<file path="config.mk">
export PLATFORM = sky130hd
export DESIGN_NAME = rgb_hsv_color_classifier_unit_flat
export DESIGN_NICKNAME = d
export VERILOG_FILES = /design/src/rtl/core/rhcc_pkg.sv /design/src/rtl/core/rhcc_if.sv /design/src/rtl/core/rhcc_front.sv /design/src/rtl/core/rhcc_queue.sv /design/src/rtl/core/rhcc_back.sv /design/src/rtl/core/rgb_hsv_color_classifier_unit.sv /design/src/flat_wrapper.sv
export SDC_FILE = /design/constraint.sdc
export NUM_CORES = 1
export LEC_CHECK = 0
export BUFFER_PORTS_ARGS = -buffer_cell sky130_fd_sc_hd__buf_2
export CORE_MARGIN = 10
export CORE_UTILIZATION = 56
export DETAILED_ROUTE_END_ITERATION = 7
export HOLD_SLACK_MARGIN = 0.1
export PLACE_DENSITY = 0.73
export SLEW_MARGIN = 30
export SYNTH_ARGS = -nofsm -noshare
export SYNTH_HDL_FRONTEND = slang
export SYNTH_HIERARCHICAL = 1
export SYNTH_SLANG_ARGS = --single-unit
</file>
<file path="constraint.sdc">
create_clock -name clk_i -period 16.91 [get_ports clk_i]
set_input_delay 0 -clock clk_i [delete_from_list [all_inputs] [get_ports clk_i]]
set_output_delay 0 -clock clk_i [all_outputs]
set_load 0.02 [all_outputs]
</file>
<file path="src/rtl/core/rhcc_pkg.sv">
// ----------------------------------------------------------------------------
// RGB to HSV color classifier package
// Shared widths, codes, job record and the restoring divide step.
// ----------------------------------------------------------------------------
package rhcc_pkg;

  localparam int RAW_BITS    = 10;
  // Every quotient (hue, saturation, value) stays below 2**QUO_W.
  localparam int QUO_W       = 9;
  localparam int NUM_W       = RAW_BITS + QUO_W;
  localparam int STEP_W      = $clog2(QUO_W);
  localparam int CNT_W       = 17;
  localparam int LIMIT_W     = 16;
  localparam int CFG_IDX_W   = 1;
  localparam int CFG_DATA_W  = 16;
  localparam int QUEUE_DEPTH = 2;
  localparam int QPTR_W      = $clog2(QUEUE_DEPTH);
  localparam int QCNT_W      = $clog2(QUEUE_DEPTH + 1);

  localparam logic [LIMIT_W-1:0]  LIMIT_RESET = LIMIT_W'(4000);
  localparam logic [RAW_BITS-1:0] FULL_SCALE  = '1;

  typedef logic [RAW_BITS-1:0] raw_t;
  typedef logic [NUM_W-1:0]    num_t;

  typedef enum logic [CFG_IDX_W-1:0] {
    REG_MODE  = CFG_IDX_W'(0),
    REG_LIMIT = CFG_IDX_W'(1)
  } rhcc_reg_e;

  typedef enum logic {
    MODE_HUE_FIRST  = 1'b0,
    MODE_LUMA_FIRST = 1'b1
  } rhcc_mode_e;

  typedef enum logic [3:0] {
    CLS_WHITE  = 4'd0,
    CLS_BLACK  = 4'd1,
    CLS_RED    = 4'd2,
    CLS_GREEN  = 4'd3,
    CLS_BLUE   = 4'd4,
    CLS_YELLOW = 4'd5,
    CLS_WOOD   = 4'd6,
    CLS_GRAY   = 4'd7,
    CLS_ERROR  = 4'd8
  } rhcc_class_e;

  // Request handed from the front end to the divider back end.
  typedef struct packed {
    raw_t red;
    raw_t green;
    raw_t blue;
    raw_t max_val;
    raw_t delta;
    num_t hue_num;
    num_t sat_num;
    num_t val_num;
    logic err;
  } rhcc_job_t;

  typedef struct packed {
    logic full;
    logic empty;
  } rhcc_q_stat_t;

  // Partial remainder on top, dividend bits shifting out / quotient bits in below.
  typedef struct packed {
    raw_t             rem;
    logic [QUO_W-1:0] nq;
  } rhcc_lane_t;

  function automatic rhcc_lane_t div_step(rhcc_lane_t lane, raw_t divisor);
    logic [RAW_BITS:0] trial;
    rhcc_lane_t        nxt;
    trial  = {lane.rem, lane.nq[QUO_W-1]};
    nxt.nq = {lane.nq[QUO_W-2:0], 1'b0};
    if (trial >= {1'b0, divisor}) begin
      nxt.rem   = RAW_BITS'(trial - {1'b0, divisor});
      nxt.nq[0] = 1'b1;
    end else begin
      nxt.rem = trial[RAW_BITS-1:0];
    end
    return nxt;
  endfunction

endpackage

</file>
<file path="src/rtl/core/rhcc_if.sv">
// ----------------------------------------------------------------------------
// RGB to HSV color classifier channels
// Sample, result and register write channels with valid/ready handshake.
// ----------------------------------------------------------------------------
interface rhcc_in_if import rhcc_pkg::*; ();
  logic valid;
  logic ready;
  raw_t red_raw;
  raw_t green_raw;
  raw_t blue_raw;

  modport source (output valid, output red_raw, output green_raw, output blue_raw,
                  input ready);
  modport sink   (input valid, input red_raw, input green_raw, input blue_raw,
                  output ready);
endinterface

interface rhcc_out_if import rhcc_pkg::*; ();
  logic       valid;
  logic       ready;
  logic [3:0] color_class;
  logic [8:0] hue_deg;
  logic [6:0] sat_pct;
  logic [6:0] val_pct;

  modport source (output valid, output color_class, output hue_deg, output sat_pct,
                  output val_pct, input ready);
  modport sink   (input valid, input color_class, input hue_deg, input sat_pct,
                  input val_pct, output ready);
endinterface

interface rhcc_cfg_if import rhcc_pkg::*; ();
  logic                  valid;
  logic                  ready;
  logic [CFG_IDX_W-1:0]  index;
  logic [CFG_DATA_W-1:0] data;

  modport source (output valid, output index, output data, input ready);
  modport sink   (input valid, input index, input data, output ready);
endinterface

</file>
<file path="src/rtl/core/rhcc_front.sv">
// ----------------------------------------------------------------------------
// RGB to HSV front end
// Accepts samples, finds max/min, builds divider numerators, counts samples.
// ----------------------------------------------------------------------------
module rhcc_front import rhcc_pkg::*; (
  input  logic               clk_i,
  input  logic               rst_ni,
  rhcc_in_if.sink            in_i,
  input  logic [LIMIT_W-1:0] limit_i,
  input  rhcc_q_stat_t       q_stat_i,
  output logic               push_o,
  output rhcc_job_t          job_o
);

  typedef enum logic [1:0] {
    SEC_RED,
    SEC_GREEN,
    SEC_BLUE
  } sector_e;

  sector_e          sector;
  raw_t             max_val, min_val, delta, hi, lo, mag;
  logic             pos;
  logic [8:0]       coef;
  num_t             base, sixty, hue_num;
  logic [CNT_W-1:0] cnt_q, cnt_d;

  always_comb begin
    priority if (in_i.red_raw >= in_i.green_raw && in_i.red_raw >= in_i.blue_raw) begin
      sector  = SEC_RED;
      max_val = in_i.red_raw;
      min_val = (in_i.green_raw < in_i.blue_raw) ? in_i.green_raw : in_i.blue_raw;
      hi      = in_i.green_raw;
      lo      = in_i.blue_raw;
    end else if (in_i.green_raw >= in_i.blue_raw) begin
      sector  = SEC_GREEN;
      max_val = in_i.green_raw;
      min_val = (in_i.red_raw < in_i.blue_raw) ? in_i.red_raw : in_i.blue_raw;
      hi      = in_i.blue_raw;
      lo      = in_i.red_raw;
    end else begin
      sector  = SEC_BLUE;
      max_val = in_i.blue_raw;
      min_val = (in_i.red_raw < in_i.green_raw) ? in_i.red_raw : in_i.green_raw;
      hi      = in_i.red_raw;
      lo      = in_i.green_raw;
    end
    delta = max_val - min_val;
    pos   = (hi >= lo);
    mag   = pos ? (hi - lo) : (lo - hi);

    // Red sector with a negative offset wraps around by a full turn.
    unique case (sector)
      SEC_RED:   coef = pos ? 9'd0 : 9'd360;
      SEC_GREEN: coef = 9'd120;
      SEC_BLUE:  coef = 9'd240;
      default:   coef = 9'd0;
    endcase

    base    = NUM_W'(delta) * NUM_W'(coef);
    sixty   = NUM_W'(mag) * NUM_W'(60);
    hue_num = pos ? (base + sixty) : (base - sixty);
  end

  // Saturate at all ones.
  assign cnt_d = (&cnt_q) ? cnt_q : cnt_q + 1'b1;

  always_ff @(posedge clk_i or negedge rst_ni) begin
    if (!rst_ni) begin
      cnt_q <= '0;
    end else if (push_o) begin
      cnt_q <= cnt_d;
    end
  end

  assign in_i.ready = !q_stat_i.full;
  assign push_o     = in_i.valid && in_i.ready;

  assign job_o.red     = in_i.red_raw;
  assign job_o.green   = in_i.green_raw;
  assign job_o.blue    = in_i.blue_raw;
  assign job_o.max_val = max_val;
  assign job_o.delta   = delta;
  assign job_o.hue_num = hue_num;
  assign job_o.sat_num = NUM_W'(delta) * NUM_W'(100);
  assign job_o.val_num = NUM_W'(max_val) * NUM_W'(100);
  assign job_o.err     = (cnt_d > CNT_W'(limit_i));

endmodule

</file>
<file path="src/rtl/core/rhcc_queue.sv">
// ----------------------------------------------------------------------------
// RGB to HSV request queue
// Small FIFO that decouples the front end from the divider back end.
// ----------------------------------------------------------------------------
module rhcc_queue import rhcc_pkg::*; (
  input  logic         clk_i,
  input  logic         rst_ni,
  input  logic         push_i,
  input  rhcc_job_t    job_i,
  input  logic         pop_i,
  output rhcc_job_t    job_o,
  output rhcc_q_stat_t stat_o
);

  rhcc_job_t         entry_q [QUEUE_DEPTH];
  logic [QPTR_W-1:0] wr_ptr_q, rd_ptr_q;
  logic [QCNT_W-1:0] count_q;

  function automatic logic [QPTR_W-1:0] ptr_next(logic [QPTR_W-1:0] ptr);
    return (ptr == QPTR_W'(QUEUE_DEPTH - 1)) ? '0 : ptr + 1'b1;
  endfunction

  always_ff @(posedge clk_i) begin
    if (push_i) begin
      entry_q[wr_ptr_q] <= job_i;
    end
  end

  always_ff @(posedge clk_i or negedge rst_ni) begin
    if (!rst_ni) begin
      wr_ptr_q <= '0;
      rd_ptr_q <= '0;
      count_q  <= '0;
    end else begin
      if (push_i) begin
        wr_ptr_q <= ptr_next(wr_ptr_q);
      end
      if (pop_i) begin
        rd_ptr_q <= ptr_next(rd_ptr_q);
      end
      if (push_i && !pop_i) begin
        count_q <= count_q + 1'b1;
      end else if (pop_i && !push_i) begin
        count_q <= count_q - 1'b1;
      end
    end
  end

  assign job_o        = entry_q[rd_ptr_q];
  assign stat_o.full  = (count_q == QCNT_W'(QUEUE_DEPTH));
  assign stat_o.empty = (count_q == '0);

endmodule

</file>
<file path="src/rtl/core/rhcc_back.sv">
// ----------------------------------------------------------------------------
// RGB to HSV back end
// Two bit-serial divider lanes for hue and saturation, a shift-and-correct
// divide by full scale for value, then the color rule sets and the output
// register.
// ----------------------------------------------------------------------------
module rhcc_back import rhcc_pkg::*; (
  input  logic         clk_i,
  input  logic         rst_ni,
  input  rhcc_job_t    job_i,
  input  rhcc_q_stat_t q_stat_i,
  output logic         pop_o,
  input  rhcc_mode_e   mode_i,
  rhcc_out_if.source   out_o
);

  typedef enum logic [1:0] {
    ST_IDLE,
    ST_DIV,
    ST_DONE
  } state_e;

  state_e                    state_q;
  logic [STEP_W-1:0]         step_q;
  rhcc_lane_t                hue_lane_q, sat_lane_q;
  rhcc_lane_t                hue_step, sat_step;
  num_t                      val_num_q;
  logic [NUM_W-RAW_BITS-1:0] val_hi;
  logic [RAW_BITS:0]         val_rem;
  raw_t                      hue_div_q, sat_div_q;
  raw_t                      red_q, green_q, blue_q;
  logic                      err_q, hue_zero_q, sat_zero_q;
  logic                      out_valid_q;
  rhcc_class_e               out_class_q;
  logic [8:0]                out_hue_q;
  logic [6:0]                out_sat_q, out_val_q;
  logic [8:0]                hue;
  logic [6:0]                sat, val;
  rhcc_class_e               cls;
  logic                      out_free;

  function automatic rhcc_class_e classify(rhcc_mode_e mode, logic [8:0] h, logic [6:0] s,
                                           logic [6:0] v, raw_t r, raw_t g, raw_t b);
    logic [RAW_BITS:0] rg, rb;
    rhcc_class_e       c;
    rg = {1'b0, r} + {1'b0, g};
    rb = {1'b0, r} + {1'b0, b};
    if (mode == MODE_HUE_FIRST) begin
      priority if ((h > 9'd350 || h < 9'd10) && s > 7'd70) c = CLS_RED;
      else if (h > 9'd330 || h < 9'd70) c = (s > 7'd75) ? CLS_YELLOW : CLS_WOOD;
      else if (rg < {1'b0, b})          c = CLS_BLUE;
      else if (rb < {1'b0, g})          c = CLS_GREEN;
      else if (v < 7'd10)               c = CLS_BLACK;
      else if (v > 7'd20)               c = CLS_WHITE;
      else                              c = CLS_GRAY;
    end else begin
      priority if (v < 7'd10)              c = CLS_BLACK;
      else if (s < 7'd35)                  c = CLS_WHITE;
      else if (s < 7'd45 && v < 7'd40)     c = CLS_GRAY;
      else if (h > 9'd330 || h < 9'd30)    c = CLS_RED;
      else if (h < 9'd80)                  c = (s > 7'd65) ? CLS_YELLOW : CLS_WOOD;
      else if (h < 9'd170)                 c = CLS_GREEN;
      else                                 c = CLS_BLUE;
    end
    return c;
  endfunction

  assign hue_step = div_step(hue_lane_q, hue_div_q);
  assign sat_step = div_step(sat_lane_q, sat_div_q);

  // Divide by full scale: x = 1024*hi + lo = FS*hi + (hi + lo), one correction.
  assign val_hi  = val_num_q[NUM_W-1:RAW_BITS];
  assign val_rem = {1'b0, val_num_q[RAW_BITS-1:0]} + (RAW_BITS+1)'(val_hi);

  // Gray sample gives hue 0, black sample gives saturation 0.
  assign hue = hue_zero_q ? '0 : hue_lane_q.nq;
  assign sat = sat_zero_q ? '0 : sat_lane_q.nq[6:0];
  assign val = 7'(val_hi) + 7'(val_rem >= {1'b0, FULL_SCALE});
  assign cls = err_q ? CLS_ERROR : classify(mode_i, hue, sat, val, red_q, green_q, blue_q);

  assign pop_o    = (state_q == ST_IDLE) && !q_stat_i.empty;
  assign out_free = !out_valid_q || out_o.ready;

  always_ff @(posedge clk_i or negedge rst_ni) begin
    if (!rst_ni) begin
      state_q     <= ST_IDLE;
      step_q      <= '0;
      hue_lane_q  <= '0;
      sat_lane_q  <= '0;
      val_num_q   <= '0;
      hue_div_q   <= '0;
      sat_div_q   <= '0;
      red_q       <= '0;
      green_q     <= '0;
      blue_q      <= '0;
      err_q       <= 1'b0;
      hue_zero_q  <= 1'b0;
      sat_zero_q  <= 1'b0;
      out_valid_q <= 1'b0;
      out_class_q <= CLS_WHITE;
      out_hue_q   <= '0;
      out_sat_q   <= '0;
      out_val_q   <= '0;
    end else begin
      if (state_q == ST_DONE && out_free) begin
        out_valid_q <= 1'b1;
      end else if (out_valid_q && out_o.ready) begin
        out_valid_q <= 1'b0;
      end
      unique case (state_q)
        ST_IDLE: begin
          if (pop_o) begin
            hue_lane_q <= rhcc_lane_t'(job_i.hue_num);
            sat_lane_q <= rhcc_lane_t'(job_i.sat_num);
            val_num_q  <= job_i.val_num;
            hue_div_q  <= job_i.delta;
            sat_div_q  <= job_i.max_val;
            red_q      <= job_i.red;
            green_q    <= job_i.green;
            blue_q     <= job_i.blue;
            err_q      <= job_i.err;
            hue_zero_q <= (job_i.delta == '0);
            sat_zero_q <= (job_i.max_val == '0);
            step_q     <= '0;
            state_q    <= ST_DIV;
          end
        end
        ST_DIV: begin
          hue_lane_q <= hue_step;
          sat_lane_q <= sat_step;
          if (step_q == STEP_W'(QUO_W - 1)) begin
            state_q <= ST_DONE;
          end else begin
            step_q <= step_q + 1'b1;
          end
        end
        ST_DONE: begin
          // Hold the finished result until the output register frees up.
          if (out_free) begin
            out_class_q <= cls;
            out_hue_q   <= hue;
            out_sat_q   <= sat;
            out_val_q   <= val;
            state_q     <= ST_IDLE;
          end
        end
        default: state_q <= ST_IDLE;
      endcase
    end
  end

  assign out_o.valid       = out_valid_q;
  assign out_o.color_class = out_class_q;
  assign out_o.hue_deg     = out_hue_q;
  assign out_o.sat_pct     = out_sat_q;
  assign out_o.val_pct     = out_val_q;

endmodule

</file>
<file path="src/rtl/core/rgb_hsv_color_classifier_unit.sv">
// ----------------------------------------------------------------------------
// RGB to HSV color classifier
// An accepted sample passes through the queue, a load state, the divider lanes
// and the output register. The back end takes one sample at a time: load, the
// nine-step divider lanes, then unload, before it can take the next sample.
// A two-entry queue lets the input side accept while the back end is busy.
// Reset: mode 0, sample limit 4000, sample counter cleared, queue empty.
// ----------------------------------------------------------------------------
module rgb_hsv_color_classifier_unit import rhcc_pkg::*; (
  input  logic       clk_i,
  input  logic       rst_ni,
  rhcc_cfg_if.sink   cfg_i,
  rhcc_in_if.sink    in_i,
  rhcc_out_if.source out_o
);

  rhcc_mode_e         mode_q;
  logic [LIMIT_W-1:0] limit_q;
  rhcc_job_t          push_job, head_job;
  rhcc_q_stat_t       q_stat;
  logic               push, pop;

  assign cfg_i.ready = 1'b1;

  always_ff @(posedge clk_i or negedge rst_ni) begin
    if (!rst_ni) begin
      mode_q  <= MODE_HUE_FIRST;
      limit_q <= LIMIT_RESET;
    end else if (cfg_i.valid && cfg_i.ready) begin
      unique case (rhcc_reg_e'(cfg_i.index))
        REG_MODE:  mode_q  <= rhcc_mode_e'(cfg_i.data[0]);
        REG_LIMIT: limit_q <= cfg_i.data[LIMIT_W-1:0];
        default:   mode_q  <= mode_q;
      endcase
    end
  end

  rhcc_front u_front (
    .clk_i    (clk_i),
    .rst_ni   (rst_ni),
    .in_i     (in_i),
    .limit_i  (limit_q),
    .q_stat_i (q_stat),
    .push_o   (push),
    .job_o    (push_job)
  );

  rhcc_queue u_queue (
    .clk_i  (clk_i),
    .rst_ni (rst_ni),
    .push_i (push),
    .job_i  (push_job),
    .pop_i  (pop),
    .job_o  (head_job),
    .stat_o (q_stat)
  );

  rhcc_back u_back (
    .clk_i    (clk_i),
    .rst_ni   (rst_ni),
    .job_i    (head_job),
    .q_stat_i (q_stat),
    .pop_o    (pop),
    .mode_i   (mode_q),
    .out_o    (out_o)
  );

endmodule

</file>
<file path="src/flat_wrapper.sv">
// flat-port wrapper written by rule: the top's interface ports become plain ports
module rgb_hsv_color_classifier_unit_flat import rhcc_pkg::*;
  (clk_i, rst_ni, cfg_i_valid, cfg_i_index, cfg_i_data, cfg_i_ready, in_i_valid, in_i_red_raw, in_i_green_raw, in_i_blue_raw, in_i_ready, out_o_valid, out_o_color_class, out_o_hue_deg, out_o_sat_pct, out_o_val_pct, out_o_ready);
  rhcc_cfg_if cfg_i_i ();
  rhcc_in_if in_i_i ();
  rhcc_out_if out_o_i ();
  input  logic clk_i;
  input  logic rst_ni;
  input wire logic [$bits(cfg_i_i.valid)-1:0] cfg_i_valid;
  input wire logic [$bits(cfg_i_i.index)-1:0] cfg_i_index;
  input wire logic [$bits(cfg_i_i.data)-1:0] cfg_i_data;
  output wire logic [$bits(cfg_i_i.ready)-1:0] cfg_i_ready;
  input wire logic [$bits(in_i_i.valid)-1:0] in_i_valid;
  input wire logic [$bits(in_i_i.red_raw)-1:0] in_i_red_raw;
  input wire logic [$bits(in_i_i.green_raw)-1:0] in_i_green_raw;
  input wire logic [$bits(in_i_i.blue_raw)-1:0] in_i_blue_raw;
  output wire logic [$bits(in_i_i.ready)-1:0] in_i_ready;
  output wire logic [$bits(out_o_i.valid)-1:0] out_o_valid;
  output wire logic [$bits(out_o_i.color_class)-1:0] out_o_color_class;
  output wire logic [$bits(out_o_i.hue_deg)-1:0] out_o_hue_deg;
  output wire logic [$bits(out_o_i.sat_pct)-1:0] out_o_sat_pct;
  output wire logic [$bits(out_o_i.val_pct)-1:0] out_o_val_pct;
  input wire logic [$bits(out_o_i.ready)-1:0] out_o_ready;
  assign cfg_i_i.valid = cfg_i_valid;
  assign cfg_i_i.index = cfg_i_index;
  assign cfg_i_i.data = cfg_i_data;
  assign cfg_i_ready = cfg_i_i.ready;
  assign in_i_i.valid = in_i_valid;
  assign in_i_i.red_raw = in_i_red_raw;
  assign in_i_i.green_raw = in_i_green_raw;
  assign in_i_i.blue_raw = in_i_blue_raw;
  assign in_i_ready = in_i_i.ready;
  assign out_o_valid = out_o_i.valid;
  assign out_o_color_class = out_o_i.color_class;
  assign out_o_hue_deg = out_o_i.hue_deg;
  assign out_o_sat_pct = out_o_i.sat_pct;
  assign out_o_val_pct = out_o_i.val_pct;
  assign out_o_i.ready = out_o_ready;
  rgb_hsv_color_classifier_unit u_core (.clk_i(clk_i), .rst_ni(rst_ni), .cfg_i(cfg_i_i), .in_i(in_i_i), .out_o(out_o_i));
endmodule
</file>
---- After elaboration in Yosys (flattened, before gate mapping) ----
Memories as Yosys holds them, arrays and structs flattened.
Index checks and enable logic that the tools add are counted.
word-level totals
  bits in registers ....................... 182
  latch bits .............................. 0
  RAM bits ................................ 200
  bits in read-only memories .............. 0
  input port bits ......................... 52
  output and inout port bits .............. 30
  word-level logic and storage cells ...... 180
  memories kept ........................... 1
memories
  name                    depth  bits a word  read ports  clocked after Yosys merged registers in  write ports  RTL line          source
  u_core.u_queue.entry_q  2      100          1           0                                        1            rhcc_queue.sv:15  rhcc_job_t entry_q [QUEUE_DEPTH];
cells by class
  add/subtract/negate cells ............... 17
  $mul .................................... 4
  div/mod/pow operators ................... 0
  order comparisons ....................... 28
  equality and inequality tests ........... 10
  shift operators ......................... 0
  mux-type cells .......................... 59
  bitwise gates (word level) .............. 1
  reduce and logical (&&, ||, !) cells .... 34
operator list
  cell                     number
  $mux W10                 14
  $pmux W19 S2             2
  $mux W19                 3
  $sub A10 B10 Y10         5
  $ge A10 B10 Y1           4
  $mux W3                  12
  $lt A10 B10 Y1           3
  $mul A10 B5 Y15 const B  2
  $pmux W9 S3              1
  $add A10 B10 Y11         2
  $ge A11 B10 Y1           2
  $lt A11 B10 Y1           2
  $gt A7 B7 Y1 const B     3
  $lt A7 B6 Y1 const B     3
  $logic_not A10 Y1        2
  $add A19 B16 Y19         1
  $mul A10 B9 Y19          1
  $sub A19 B16 Y19         1
  $gt A9 B9 Y1 const B     2
  $lt A9 B7 Y1 const B     2
  $mux W2                  9
  $mux W9                  2
  $add A17 B1 Y17 const B  1
  $gt A17 B16 Y1           1
  33 further kinds         73

---- Longest topological paths before layout ----
Gate-level depths: netlist (run 1).
  depth after elaboration ................. 12
  gate-level depth with buffers ........... 48
  mapped depth without buffers ............ 44

---- By module ----
Netlist (run 1), hierarchy kept.
by module, submodules not included
  module                         times used  cells an instance  area an instance (um^2)  seq. area each (um^2)
  rhcc_front                     1           1312               10083.4                  425.4
  rhcc_back                      1           1041               8999.9                   3603.5
  rhcc_queue                     1           352                8005.2                   6586.3
  rgb_hsv_color_classifier_unit  1           39                 710.7                    432.9

---- Least setup slack after synthesis (run 1) ----
OpenSTA, ideal clock, no wires.
  kind .................................... input -> register
  from .................................... input in_i_blue_raw[3]
  to ...................................... memory u_core/u_queue/entry_q[0][57] (netlist name) (data pin)
  library setup time ...................... 0.271 ns
  data arrival time ....................... 9.197 ns
  data required time ...................... 16.639 ns
  setup slack ............................. 7.442 ns
  stages .................................. 42
  buffers on the path ..................... 4
  path through ............................ inv_1 > ha_1 > a21o_1 > a21oi_1 > nor3b_1 > or4b_1 > clkbuf_1 > o22ai_1 > buf_2 > buf_1 > o211ai_1 > o21a_1 > inv_1 > ha_1 > inv_1 > fa_1 > nand3_1 > a21oi_1 > [6 not listed] > a221oi_2 > xor2_1 > fa_1 > fa_1 > inv_1 > ha_1 > o21a_1 > or3b_2 > a32oi_1 > nand3b_1 > o31ai_1 > xnor2_1 > ha_1 > a21oi_1 > o21ai_0 > a21o_1 > a21oi_1 > xnor3_1
on the way
  longest elaborated chain between the ends .. 5
  elaborated cells between the ends (all ways) .. 12
  those cells by class .................... 1 x add/sub; 4 x order compare; 6 x mux; 1 x reduce/logical
ends and longest elaborated chain
  item                  RTL line            source
  start: declaration    flat_wrapper.sv:16  input wire logic [$bits(in_i_i.blue_raw)-1:0] in_i_blue_raw;
  $lt A10 B10 Y1        rhcc_front.sv:38    min_val = (in_i.red_raw < in_i.blue_raw) ? in_i.red_raw : in_i.blue_raw;
  $mux W10              rhcc_front.sv:38
  $mux W10              rhcc_front.sv:35    end else if (in_i.green_raw >= in_i.blue_raw) begin
  $mux W10              rhcc_front.sv:29    priority if (in_i.red_raw >= in_i.green_raw && in_i.red_raw >= in_i.blue_raw) begin
  $sub A10 B10 Y10 (*)  rhcc_front.sv:48    delta = max_val - min_val;
  end: declaration      rhcc_queue.sv:15
Every way passes the cells marked *; elsewhere a longest branch is shown, timed or not.

---- Worst setup path after layout (run 1) ----
  from .................................... input in_i_blue_raw[3]
  to ...................................... memory u_core/u_queue/entry_q[1][57] (netlist name) (data pin)
The elaborated chain is that of the path after synthesis.

==> key figures, run 1 <==
Synthesis
  – Number of warning messages in the yosys log: 6
  – Share of async-settable or async-resettable flops after synthesis: 0.4573
  – Number of synthesized register bits: 398
  – Top FF cell, synth: edfxtp_1
  – Cells taking the most area after synthesis: edfxtp_1 23%, dfrtp_1 16%, ha_1 13%
  – Unique cell type count in the Yosys netlist: 90
  – Area share of the leading cell type in the synthesized netlist: 0.2333
  – Number of synthesized flops with an enable pin: 216
  – Largest area contributor in the netlist: edfxtp_1
  – Synthesized cell area: 0.02780 mm^2
  – Synthesized area per cell: 10.13 um^2
  – Count of mapped cells out of synthesis: 2744
  – Sequential element share of the synthesized area: 0.3974

STA
  – Slew @ Worst Pin: 0.9532 ns
  – Number of pins exceeding their max-slew limit in the final report: 0
  – Post-route clock period utilization: 0.6710
  – Fmax: 0.08813 GHz
  – Final worst-path setup slack: 5.563 ns
  – Post-route clock skew: 0.01732 ns
  – Setup repair after global routing missed its margin: false
  – Worst relative slew slack: 0.3632
  – Sum Neg Setup Slack: 0 ns
  – Setup violation total in the final timing report: 0
  – Number of hold violations in the final report: 0
  – Post-layout minimum cycle time: 11.35 ns

Die
  – Die Footprint: 0.05895 mm^2
  – Die boundary width: 242.8 um
  – Core footprint: 0.04905 mm^2
  – Cell row count: 81
  – IO Pins: 82
  – Initial core utilization: 0.5667
  – DIE HEIGHT: 242.8 um

Drt
  – Iteration-0 DRC Markers: 1371
  – Average routed wire per standard cell: 18.07 um
  – Final wirelength: 63.77 mm
  – Via-per-instance ratio: 5.697
  – Routed vias: 20110
  – First-pass iteration count of the detailed router: 5
  – Drc violations: 0
  – Remaining antenna violation count: 0

GRT
  – Initial antenna violation count: 1
  – Remaining Overflow, GRT: 0
  – Gr usage total: 0.2143
  – Via count of the first global-routing pass: 20420
  – Wire length of the first global-routing pass: 104.8 mm
  – Largest net degree at the start of global routing: 112

Finish
  – Layout filler cell count: 3965
  – Utilization after layout: 0.6248
  – Number of antenna repair diodes: 0
  – Fraction of final layout cells sized beyond drive strength 1: 0.1190
  – Combined flip-flop and latch cell area: 0.01105 mm^2
  – Synth-to-Final Area Change: 10.24%
  – Number of nets in the layout: 3238
  – Footprint of the multi-input gates: 0.01508 mm^2

Worst hold path
  – Hold path depth: 2
  – Worst Hold Class: in -> reg

Setup path
  – Kind of cell adding the most delay to the critical path: compound AO/OA/AOI/OAI gates
  – Worst EP required: 17.21 ns
  – Data arrival time at the worst-slack endpoint: 11.65 ns
  – Path length in cells of the critical path: 42
  – Cell count of the worst reg-to-reg path: 17
  – Critical path's slowest cell: or2_1
  – Worst Setup Start Kind: input pin
  – Count of buffer and inverter cells on the critical path: 7
  – Maximum fanout encountered on the critical timing path: 57
  – Slowest cell delay on critical path: 0.68 ns
  – Startpoint-to-endpoint class of the critical path: in -> reg
  – Capturing element type of the critical path: register

Clock network
  – Clock tree from TritonCTS: yes
  – Cts repair resizes: 0
  – Post-CTS setup buffer count: 0
  – Num Clock Sinks: 398
  – Buffer cell driving the clock tree root: clkbuf_16
  – Max clock buf depth: 3
  – Worst-Skew Late Latency: 0.57 ns
  – Number of buffers created by CTS: 43
  – CTS H-tree depth: 2
  – Reg clk slew, reported paths: 0.06 ns

Place
  – Dpl ws: 5.625 ns
  – Detailed placer's ending HPWL: 45.55 mm
  – Final Wtd Congestion: 0.8913
  – Number of port buffers: 80

Flow run
  – Number of max-cap violations: 0

Status
  – Result of the run: completed
[cells in the mapped netlist, types with 35 or more instances]
library cell	number
nand2_1	337
ha_1	288
inv_1	262
edfxtp_1	216
dfrtp_1	176
nor2_1	162
o21ai_0	159
a21oi_1	114
mux2_2	111
xnor2_1	95
fa_1	68
xor2_1	57
buf_4	47
clkbuf_1	47
a21o_1	43
nand3_1	39
o21a_1	38
nand2b_1	35
[through the flow]
step / instances / instance area [um^2] / hold slack, ns
finish: 3529 / 30650 / 0.2340
CTS: 3527 / 30590 / 0.1679
global placement: 3380 / 28480 / 0.2011
detailed placement: 3380 / 28490 / 0.2121
floorplan: 2753 / 27830 / -0.2956
global route: 3529 / 30650 / 0.2147
[metal layers]
layer	part of all wire	GRT usage
met1	0.45	0.2833
met2	0.47	0.3534
met3	0.055	0.03756
met4	0.026	0.06598
met5	0	0
[cells by family after synthesis]
group                    synth area share
AO/OA/AOI/OAI                      0.1312
XOR/XNOR                          0.04870
adder cells (fa/ha/maj)            0.1786
buffers and inverters             0.06310
flip-flops                         0.3974
multiplexers                      0.06261
other                           0.0002702
AND/OR/NAND/NOR                    0.1181
[registers in the layout (all words and copies together), names as in the netlist, 4 cells and up]
name	flops
u_core/u_back/step_q	4
u_core/u_back/out_o.color_class	4
u_core/u_front/cnt_q	17
u_core/u_queue/entry_q	216
u_core/u_back/hue_lane_q	19
u_core/u_back/out_o.sat_pct	7
u_core/u_back/red_q	10
u_core/u_back/sat_lane_q	19
u_core/u_back/blue_q	10
u_core/u_back/out_o.val_pct	7
u_core/u_back/sat_div_q	10
u_core/u_back/hue_div_q	10
u_core/u_back/green_q	10
u_core/u_back/val_num_q	19
u_core/limit_q	16
u_core/u_back/out_o.hue_deg	9
[layout make-up]
cell class,count,area share
Sequential cell,398,0.3606
Tap cell,664,0.02711
Clock buffer,58,0.03964
Inverter,264,0.03242
Clock inverter,22,0.007063
Multi-Input combinational cell,1956,0.4920
Timing Repair Buffer,167,0.04115
[timing repair]
item                                   4_1_cts  5_1_grt
hold buffers                                67        1
setup endpoints to repair                    0        0
endpoints found under the hold margin      204       28
[cell usage in the layout (no fill, tap or decap), types with 95 or more instances in the layout]
| cell type | instances |
|---|---|
| dfrtp_1 | 175 |
| xnor2_1 | 95 |
| ha_1 | 288 |
| o21ai_0 | 159 |
| edfxtp_1 | 216 |
| nand2_1 | 337 |
| nor2_1 | 161 |
| mux2_2 | 111 |
| a21oi_1 | 112 |
| inv_1 | 261 |
[final timing paths]
check / from / endpoint / slack (ns)
setup / recovery: in_i_blue_raw[3] / u_core/u_queue/entry_q[1][57] / 5.56
hold / removal: in_i_blue_raw[2] / u_core/u_queue/entry_q[0][80] / 0.23
setup reg to reg: u_core/u_back/val_num_q[10] / u_core/u_back/out_o.color_class[2] / 12.52
hold reg to reg: u_core/u_back/out_o.val_pct[5] / u_core/u_back/out_o.val_pct[5] / 0.47
max in group asynchronous: rst_ni / u_core/u_queue/rd_ptr_q / 15.10
min in group asynchronous: rst_ni / u_core/u_back/hue_div_q[2] / 0.42
Power of run 1 is not shown: default switching activity piles up to over one toggle a cycle in this logic, so the estimate is an artifact.
==> inputs of run 2 (changes only) <==
==> constraint.sdc (replaced) <==
create_clock -name clk_i -period 10.9 [get_ports clk_i]
set_input_delay 0 -clock clk_i [delete_from_list [all_inputs] [get_ports clk_i]]
set_output_delay 0 -clock clk_i [all_outputs]
set_load 0.02 [all_outputs]
==> run 2 against run 1 <==
  * Via count increased by 0.70%
  * Sequential share of layout area shrank 0.26 points
  * Register-to-register slack lost 6.0 ns
  * Critical path depth is 1 higher
  * Global-route usage fell by 0.44 points
  * Clock skew rose by 0.0098 ns
  * Count of clock-buffer cells in the layout fell by 4
  * Setup slack lost 4.8 ns
  * First-iteration DRC count rose by 5.5%
  * Non-clock buffer count rose by 11
  * Final cell count increased by 0.40%
  * Final area increased by 0.72%
==> key figures, run 2 (same netlist as run 1, synthesis figures left out) <==
Status
  – Result of the run: completed

STA
  – Sum Neg Setup Slack: 0 ns
  – Post-route clock period utilization: 0.9338
  – Post-layout minimum cycle time: 10.18 ns
  – Post-route clock skew: 0.02711 ns
  – Slew @ Worst Pin: 1.025 ns
  – Number of pins exceeding their max-slew limit in the final report: 0
  – Setup violation total in the final timing report: 0
  – Number of hold violations in the final report: 0
  – Worst relative slew slack: 0.3166
  – Fin Hold WS: 0.2124 ns
  – Fmax: 0.09825 GHz

Clock network
  – Post-CTS setup buffer count: 0
  – Clock tree from TritonCTS: yes
  – Num Clock Sinks: 398
  – Number of buffers created by CTS: 44
  – Buffer cell driving the clock tree root: clkbuf_16
  – CTS H-tree depth: 2
  – Max clock buf depth: 3
  – Worst-Skew Late Latency: 0.57 ns
  – Reg clk slew, reported paths: 0.06 ns

Drt
  – Iteration-0 DRC Markers: 1446
  – Remaining antenna violation count: 0
  – First-pass iteration count of the detailed router: 5
  – Via-per-instance ratio: 5.714
  – Drc violations: 0
  – Final wirelength: 64.02 mm
  – Routed vias: 20250
  – Average routed wire per standard cell: 18.07 um

Worst hold path
  – Startpoint of the lowest-slack hold path: cfg_i_data[0]
  – Worst Hold Class: in -> reg
  – Worst hold path endpoint: u_core/limit_q[0]
  – Hold path depth: 3

Finish
  – Fraction of final layout cells sized beyond drive strength 1: 0.1227
  – Utilization after layout: 0.6293
  – Non-filler instance count after layout: 3543
  – Register with the most flip-flops: u_core/u_queue/entry_q
  – Leading cell types in the layout, fill and taps excluded: 336 x nand2_1, 288 x ha_1, 261 x inv_1
  – Flip-flop count of the largest register after layout: 216
  – Synth-to-Final Area Change: 11.04%
  – Most frequent standard cell in the layout excluding fill and tap cells: nand2_1
  – Layout filler cell count: 3886
  – Number of nets in the layout: 3250

Die
  – Core footprint: 0.04905 mm^2
  – IO Pins: 82
  – Initial core utilization: 0.5667
  – Die boundary width: 242.8 um
  – Cell row count: 81
  – Die Footprint: 0.05895 mm^2
  – DIE HEIGHT: 242.8 um

Place
  – Number of port buffers: 80
  – Detailed placer's ending HPWL: 46.18 mm
  – Final Wtd Congestion: 0.9145
  – DP Cell Count: 3391

Setup path
  – Slowest cell delay on critical path: 0.64 ns
  – End of the worst register-to-register path: u_core/u_back/out_o.color_class[1]
  – Startpoint-to-endpoint class of the critical path: in -> reg
  – Cell count of the worst reg-to-reg path: 18
  – Data arrival time at the worst-slack endpoint: 10.47 ns
  – R2R Setup Slk: 6.55 ns
  – Maximum fanout encountered on the critical timing path: 39
  – Critical path's slowest cell: or4b_1
  – Worst Setup Start Kind: input pin
  – Capturing element type of the critical path: register
  – Worst EP required: 11.19 ns
  – Startpoint of the most critical setup path: in_i_blue_raw[3]
  – Reg2reg start: u_core/u_back/val_num_q[10]

GRT
  – Largest net degree at the start of global routing: 75
  – Via count of the first global-routing pass: 19830
  – Gr usage total: 0.2099
  – Initial antenna violation count: 1
  – Remaining Overflow, GRT: 0
  – Wire length of the first global-routing pass: 102.3 mm

Flow run
  – Number of max-cap violations: 0
run 2: per-layer routing:
metal,track usage,share of wire
met1,0.2739,0.44
met2,0.3610,0.48
met3,0.02998,0.053
met4,0.05183,0.019
met5,0,0
run 2: final cells by class:
class | instances | area, um^2 | area share
antenna | 1 | 2.502 | 0.00008107
clock buffer | 54 | 1170 | 0.03790
clock inverter | 28 | 364.1 | 0.01180
inverter | 264 | 993.5 | 0.03218
multi-input combinational | 1956 | 15090 | 0.4887
sequential | 398 | 11050 | 0.3580
tap | 664 | 830.8 | 0.02691
timing repair buffer | 178 | 1370 | 0.04438
run 2: critical path, delay by kind of cell:
family / cells / cell delay, ns
buf+inv: 9 / 1.70
fa+ha+maj: 7 / 2.52
xor+xnor: 4 / 1.02
compound gates: 14 / 2.67
simple gates: 9 / 2.53
run 2: what timing repair did:
item | 4_1_cts | 5_1_grt
hold buffers | 69 | 0
gates resized for setup | 0 | 6
endpoints found under the setup margin | 0 | 4
endpoints found under the hold margin | 165 | 0
run 2: stage by stage:
| stage | setup slack, ns | area, um^2 |
|---|---|---|
| 2_1_floorplan | 1.432 | 27830 |
| 3_3_place_gp | 0.8011 | 28550 |
| 3_5_place_dp | 0.5769 | 28590 |
| 4_1_cts | 0.6124 | 30830 |
| 5_1_grt | -0.009033 | 30870 |
| 6_report | 0.7218 | 30870 |
run 2: how the worst max path moves through the flow:
stage	end	slack (ns)	cells after the start
2_1_floorplan	u_core/u_queue/entry_q[0][57]	1.43	42
3_3_place_gp	u_core/u_queue/entry_q[1][57]	0.80	44
3_5_place_dp	u_core/u_queue/entry_q[0][57]	0.58	42
4_1_cts	u_core/u_queue/entry_q[0][57]	0.61	43
5_1_grt	u_core/u_queue/entry_q[0][57]	-0.009	41
6_report	u_core/u_queue/entry_q[0][57]	0.72	43
Power of run 2 is left out for the same reason.
==> inputs of run 3 (changes only) <==
--- a/config.mk
+++ b/config.mk
@@ -5,6 +5,7 @@
 export SDC_FILE = /design/constraint.sdc
 export NUM_CORES = 1
 export LEC_CHECK = 0
+export ABC_AREA = 1
 export BUFFER_PORTS_ARGS = -buffer_cell sky130_fd_sc_hd__buf_2
 export CORE_MARGIN = 10
 export CORE_UTILIZATION = 56
==> run 3 against run 2 <==
  * Synthesized cell count is 18% higher
  * Worst hold slack lost 0.11 ns
  * Die area is 4.1% higher
  * First-iteration DRC count is 19% higher
  * Core utilization decreased by 0.40 points
  * Fmax is 10% higher
  * Via count up 13%
  * Setup slack better by 0.93 ns
  * Non-clock buffer count grew 6
  * Count of clock-buffer cells in the layout increased by 12
  * Critical endpoint is now u_core/u_queue/entry_q[1][57]
  * Largest cell class unchanged
==> key figures, run 3 <==
Status
  – Result of the run: completed

STA
  – Number of hold violations in the final report: 0
  – Slew @ Worst Pin: 0.9024 ns
  – Number of pins exceeding their max-slew limit in the final report: 0
  – Post-layout minimum cycle time: 9.245 ns
  – Post-route clock skew: 0.04169 ns
  – Fmax: 0.1082 GHz
  – Worst relative slew slack: 0.3975
  – Sum Neg Setup Slack: 0 ns
  – Setup violation total in the final timing report: 0
  – Setup repair after global routing missed its margin: false
  – Post-route clock period utilization: 0.8481

Finish
  – Most frequent standard cell in the layout excluding fill and tap cells: nand2_1
  – Synth-to-Final Area Change: 10.45%
  – Footprint of the multi-input gates: 0.01561 mm^2
  – Flip-flop count of the largest register after layout: 216
  – Non-filler instance count after layout: 4070
  – Leading cell types in the layout, fill and taps excluded: 735 x nand2_1, 396 x inv_1, 288 x ha_1
  – Number of nets in the layout: 3761
  – Layout filler cell count: 4270
  – Register with the most flip-flops: u_core/u_queue/entry_q
  – Combined flip-flop and latch cell area: 0.01105 mm^2
  – Fraction of final layout cells sized beyond drive strength 1: 0.1248

Setup path
  – Kind of cell adding the most delay to the critical path: adder cells
  – R2R Setup Slk: 7.20 ns
  – Maximum fanout encountered on the critical timing path: 27
  – Startpoint-to-endpoint class of the critical path: in -> reg
  – Worst EP required: 11.22 ns
  – Worst Setup Start Kind: input pin
  – Cell occurring most often along the worst timing path: nand2_1
  – Data arrival time at the worst-slack endpoint: 9.56 ns
  – Capturing element type of the critical path: register
  – Count of buffer and inverter cells on the critical path: 10
  – Slowest cell delay on critical path: 0.54 ns
  – Critical path's slowest cell: dlygate4sd3_1

Clock network
  – Number of buffers created by CTS: 45
  – Clock tree from TritonCTS: yes
  – CTS H-tree depth: 2
  – Max clock buf depth: 3
  – Reg clk slew, reported paths: 0.06 ns
  – Worst-Skew Late Latency: 0.60 ns
  – Post-CTS setup buffer count: 0
  – Buffer cell driving the clock tree root: clkbuf_16
  – Num Clock Sinks: 398

Drt
  – Drc violations: 0
  – Average routed wire per standard cell: 17.64 um
  – Final wirelength: 71.78 mm
  – First-pass iteration count of the detailed router: 6
  – Remaining antenna violation count: 0
  – Iteration-0 DRC Markers: 1714
  – Routed vias: 22830
  – Via-per-instance ratio: 5.609

Synthesis
  – Largest area contributor in the netlist: edfxtp_1
  – Number of synthesized flops with an enable pin: 216
  – Cells taking the most area after synthesis: edfxtp_1 22%, dfrtp_1 15%, ha_1 12%
  – Share of the synthesized netlist area taken by xor and xnor gates: 0.03769
  – Sequential element share of the synthesized area: 0.3804
  – Synthesized cell area: 0.02904 mm^2
  – Arithmetic-cell share of the synthesized area counting full adders, half adders and majority gates: 0.1709
  – Post-synthesis mux area share: 0.04472
  – Most used standard cell by instance count after synthesis: nand2_1
  – Post-synthesis simple-gate area fraction: 0.1786
  – Number of synthesized register bits: 398
  – Synthesized area per cell: 8.970 um^2
  – Share of async-settable or async-resettable flops after synthesis: 0.4573
  – Unique cell type count in the Yosys netlist: 71
  – Area share of the leading cell type in the synthesized netlist: 0.2233
  – Compound-gate portion of the synthesized area: 0.1039
  – Most frequent cells after synthesis: 735 x nand2_1, 397 x inv_1, 288 x ha_1, 216 x edfxtp_1, 199 x nor2_1
  – Number of warning messages in the yosys log: 6
  – Count of mapped cells out of synthesis: 3238
  – Top FF cell, synth: edfxtp_1
  – Combinational family with the most area after synthesis: simple AND/OR/NAND/NOR gates

GRT
  – Initial antenna violation count: 0
  – Wire length of the first global-routing pass: 118.1 mm
  – Via count of the first global-routing pass: 22840
  – Gr usage total: 0.2360
  – Remaining Overflow, GRT: 0
  – Largest net degree at the start of global routing: 104

Die
  – IO Pins: 82
  – Core footprint: 0.05130 mm^2
  – Die boundary width: 247.7 um
  – DIE HEIGHT: 247.7 um
  – Cell row count: 83
  – Initial core utilization: 0.5661
  – Die Footprint: 0.06137 mm^2

Place
  – Number of port buffers: 80
  – Detailed placer's ending HPWL: 52.66 mm
  – Final Wtd Congestion: 0.9488
  – DP Cell Count: 3902

Worst hold path
  – Worst Hold Class: in -> async

Flow run
  – Number of max-cap violations: 0
run 3: cell count changes after synthesis, sizes merged, moves of 35 or more:
cell    delta
a21o      -36
a21oi     +45
inv      +161
nand2    +425
nand2b    -35
nand3     +86
nor2      +56
xnor2     -66
xor2      +39
run 3: per-stage QoR:
step                  util  setup WS (ns)  cell area [um^2]  hold slack [ns]
finish              0.6253          1.655             32080          0.09980
global route        0.6252         0.8946             32080           0.1673
CTS                 0.6252          1.727             32080           0.1167
detailed placement  0.5796          1.716             29730           0.1662
global placement    0.5784          1.856             29670           0.1623
floorplan                -          3.140             29080          -0.2956
run 3: cells by family (layout without fill, tap and decap cells):
family | after synthesis | count (layout)
other | 2 | 12
and+or+nand+nor | 1203 | 1203
AOI/OAI and AO/OA | 492 | 492
buffers and inverters | 550 | 692
muxes | 112 | 112
xor gates and xnor gates | 125 | 125
adders and majority gates | 356 | 356
DFF | 398 | 398
run 3: repair_timing:
item / in CTS / in global routing
hold endpoints to repair: 190 / 0
hold buffers: 84 / 0
gates resized for setup: 0 / 0
run 3: worst paths after layout:
path / cells after the start / to / from
setup / recovery: 48 / u_core/u_queue/entry_q[1][57] / in_i_blue_raw[7]
hold reg to reg: 2 / u_core/u_back/val_num_q[18] / u_core/u_back/val_num_q[18]
hold / removal: 2 / u_core/u_back/val_num_q[18] / rst_ni
setup reg to reg: 28 / u_core/u_back/out_o.color_class[2] / u_core/u_back/val_num_q[10]
max in group asynchronous: 3 / u_core/u_back/hue_div_q[5] / rst_ni
min in group clk_i: 2 / u_core/u_queue/entry_q[0][87] / in_i_blue_raw[9]
run 3: area by class of cell:
class	count	share of cell area
diodes	1	0.00007801
clock buffers	66	0.04103
clock inverters	17	0.005734
inverters	425	0.05028
multi-input cells	2299	0.4867
flip-flops and latches	398	0.3445
well taps	680	0.02652
repair buffers	184	0.04513
run 3: worst reg2reg max path, delay by kind of cell (launching register included):
family / cells / cell delay (ns)
flip-flops: 1 / 0.41
buffers and inverters: 2 / 0.15
adder cells (fa/ha/maj): 4 / 1.08
AND/OR/NAND/NOR: 22 / 2.01
run 3: routing by layer:
metal	GRT usage	wire (um)
met1	0.3130	31400
met2	0.4019	34670
met3	0.02817	4099
met4	0.06563	1605
met5	0	0
Power of run 3 is left out for the same reason.
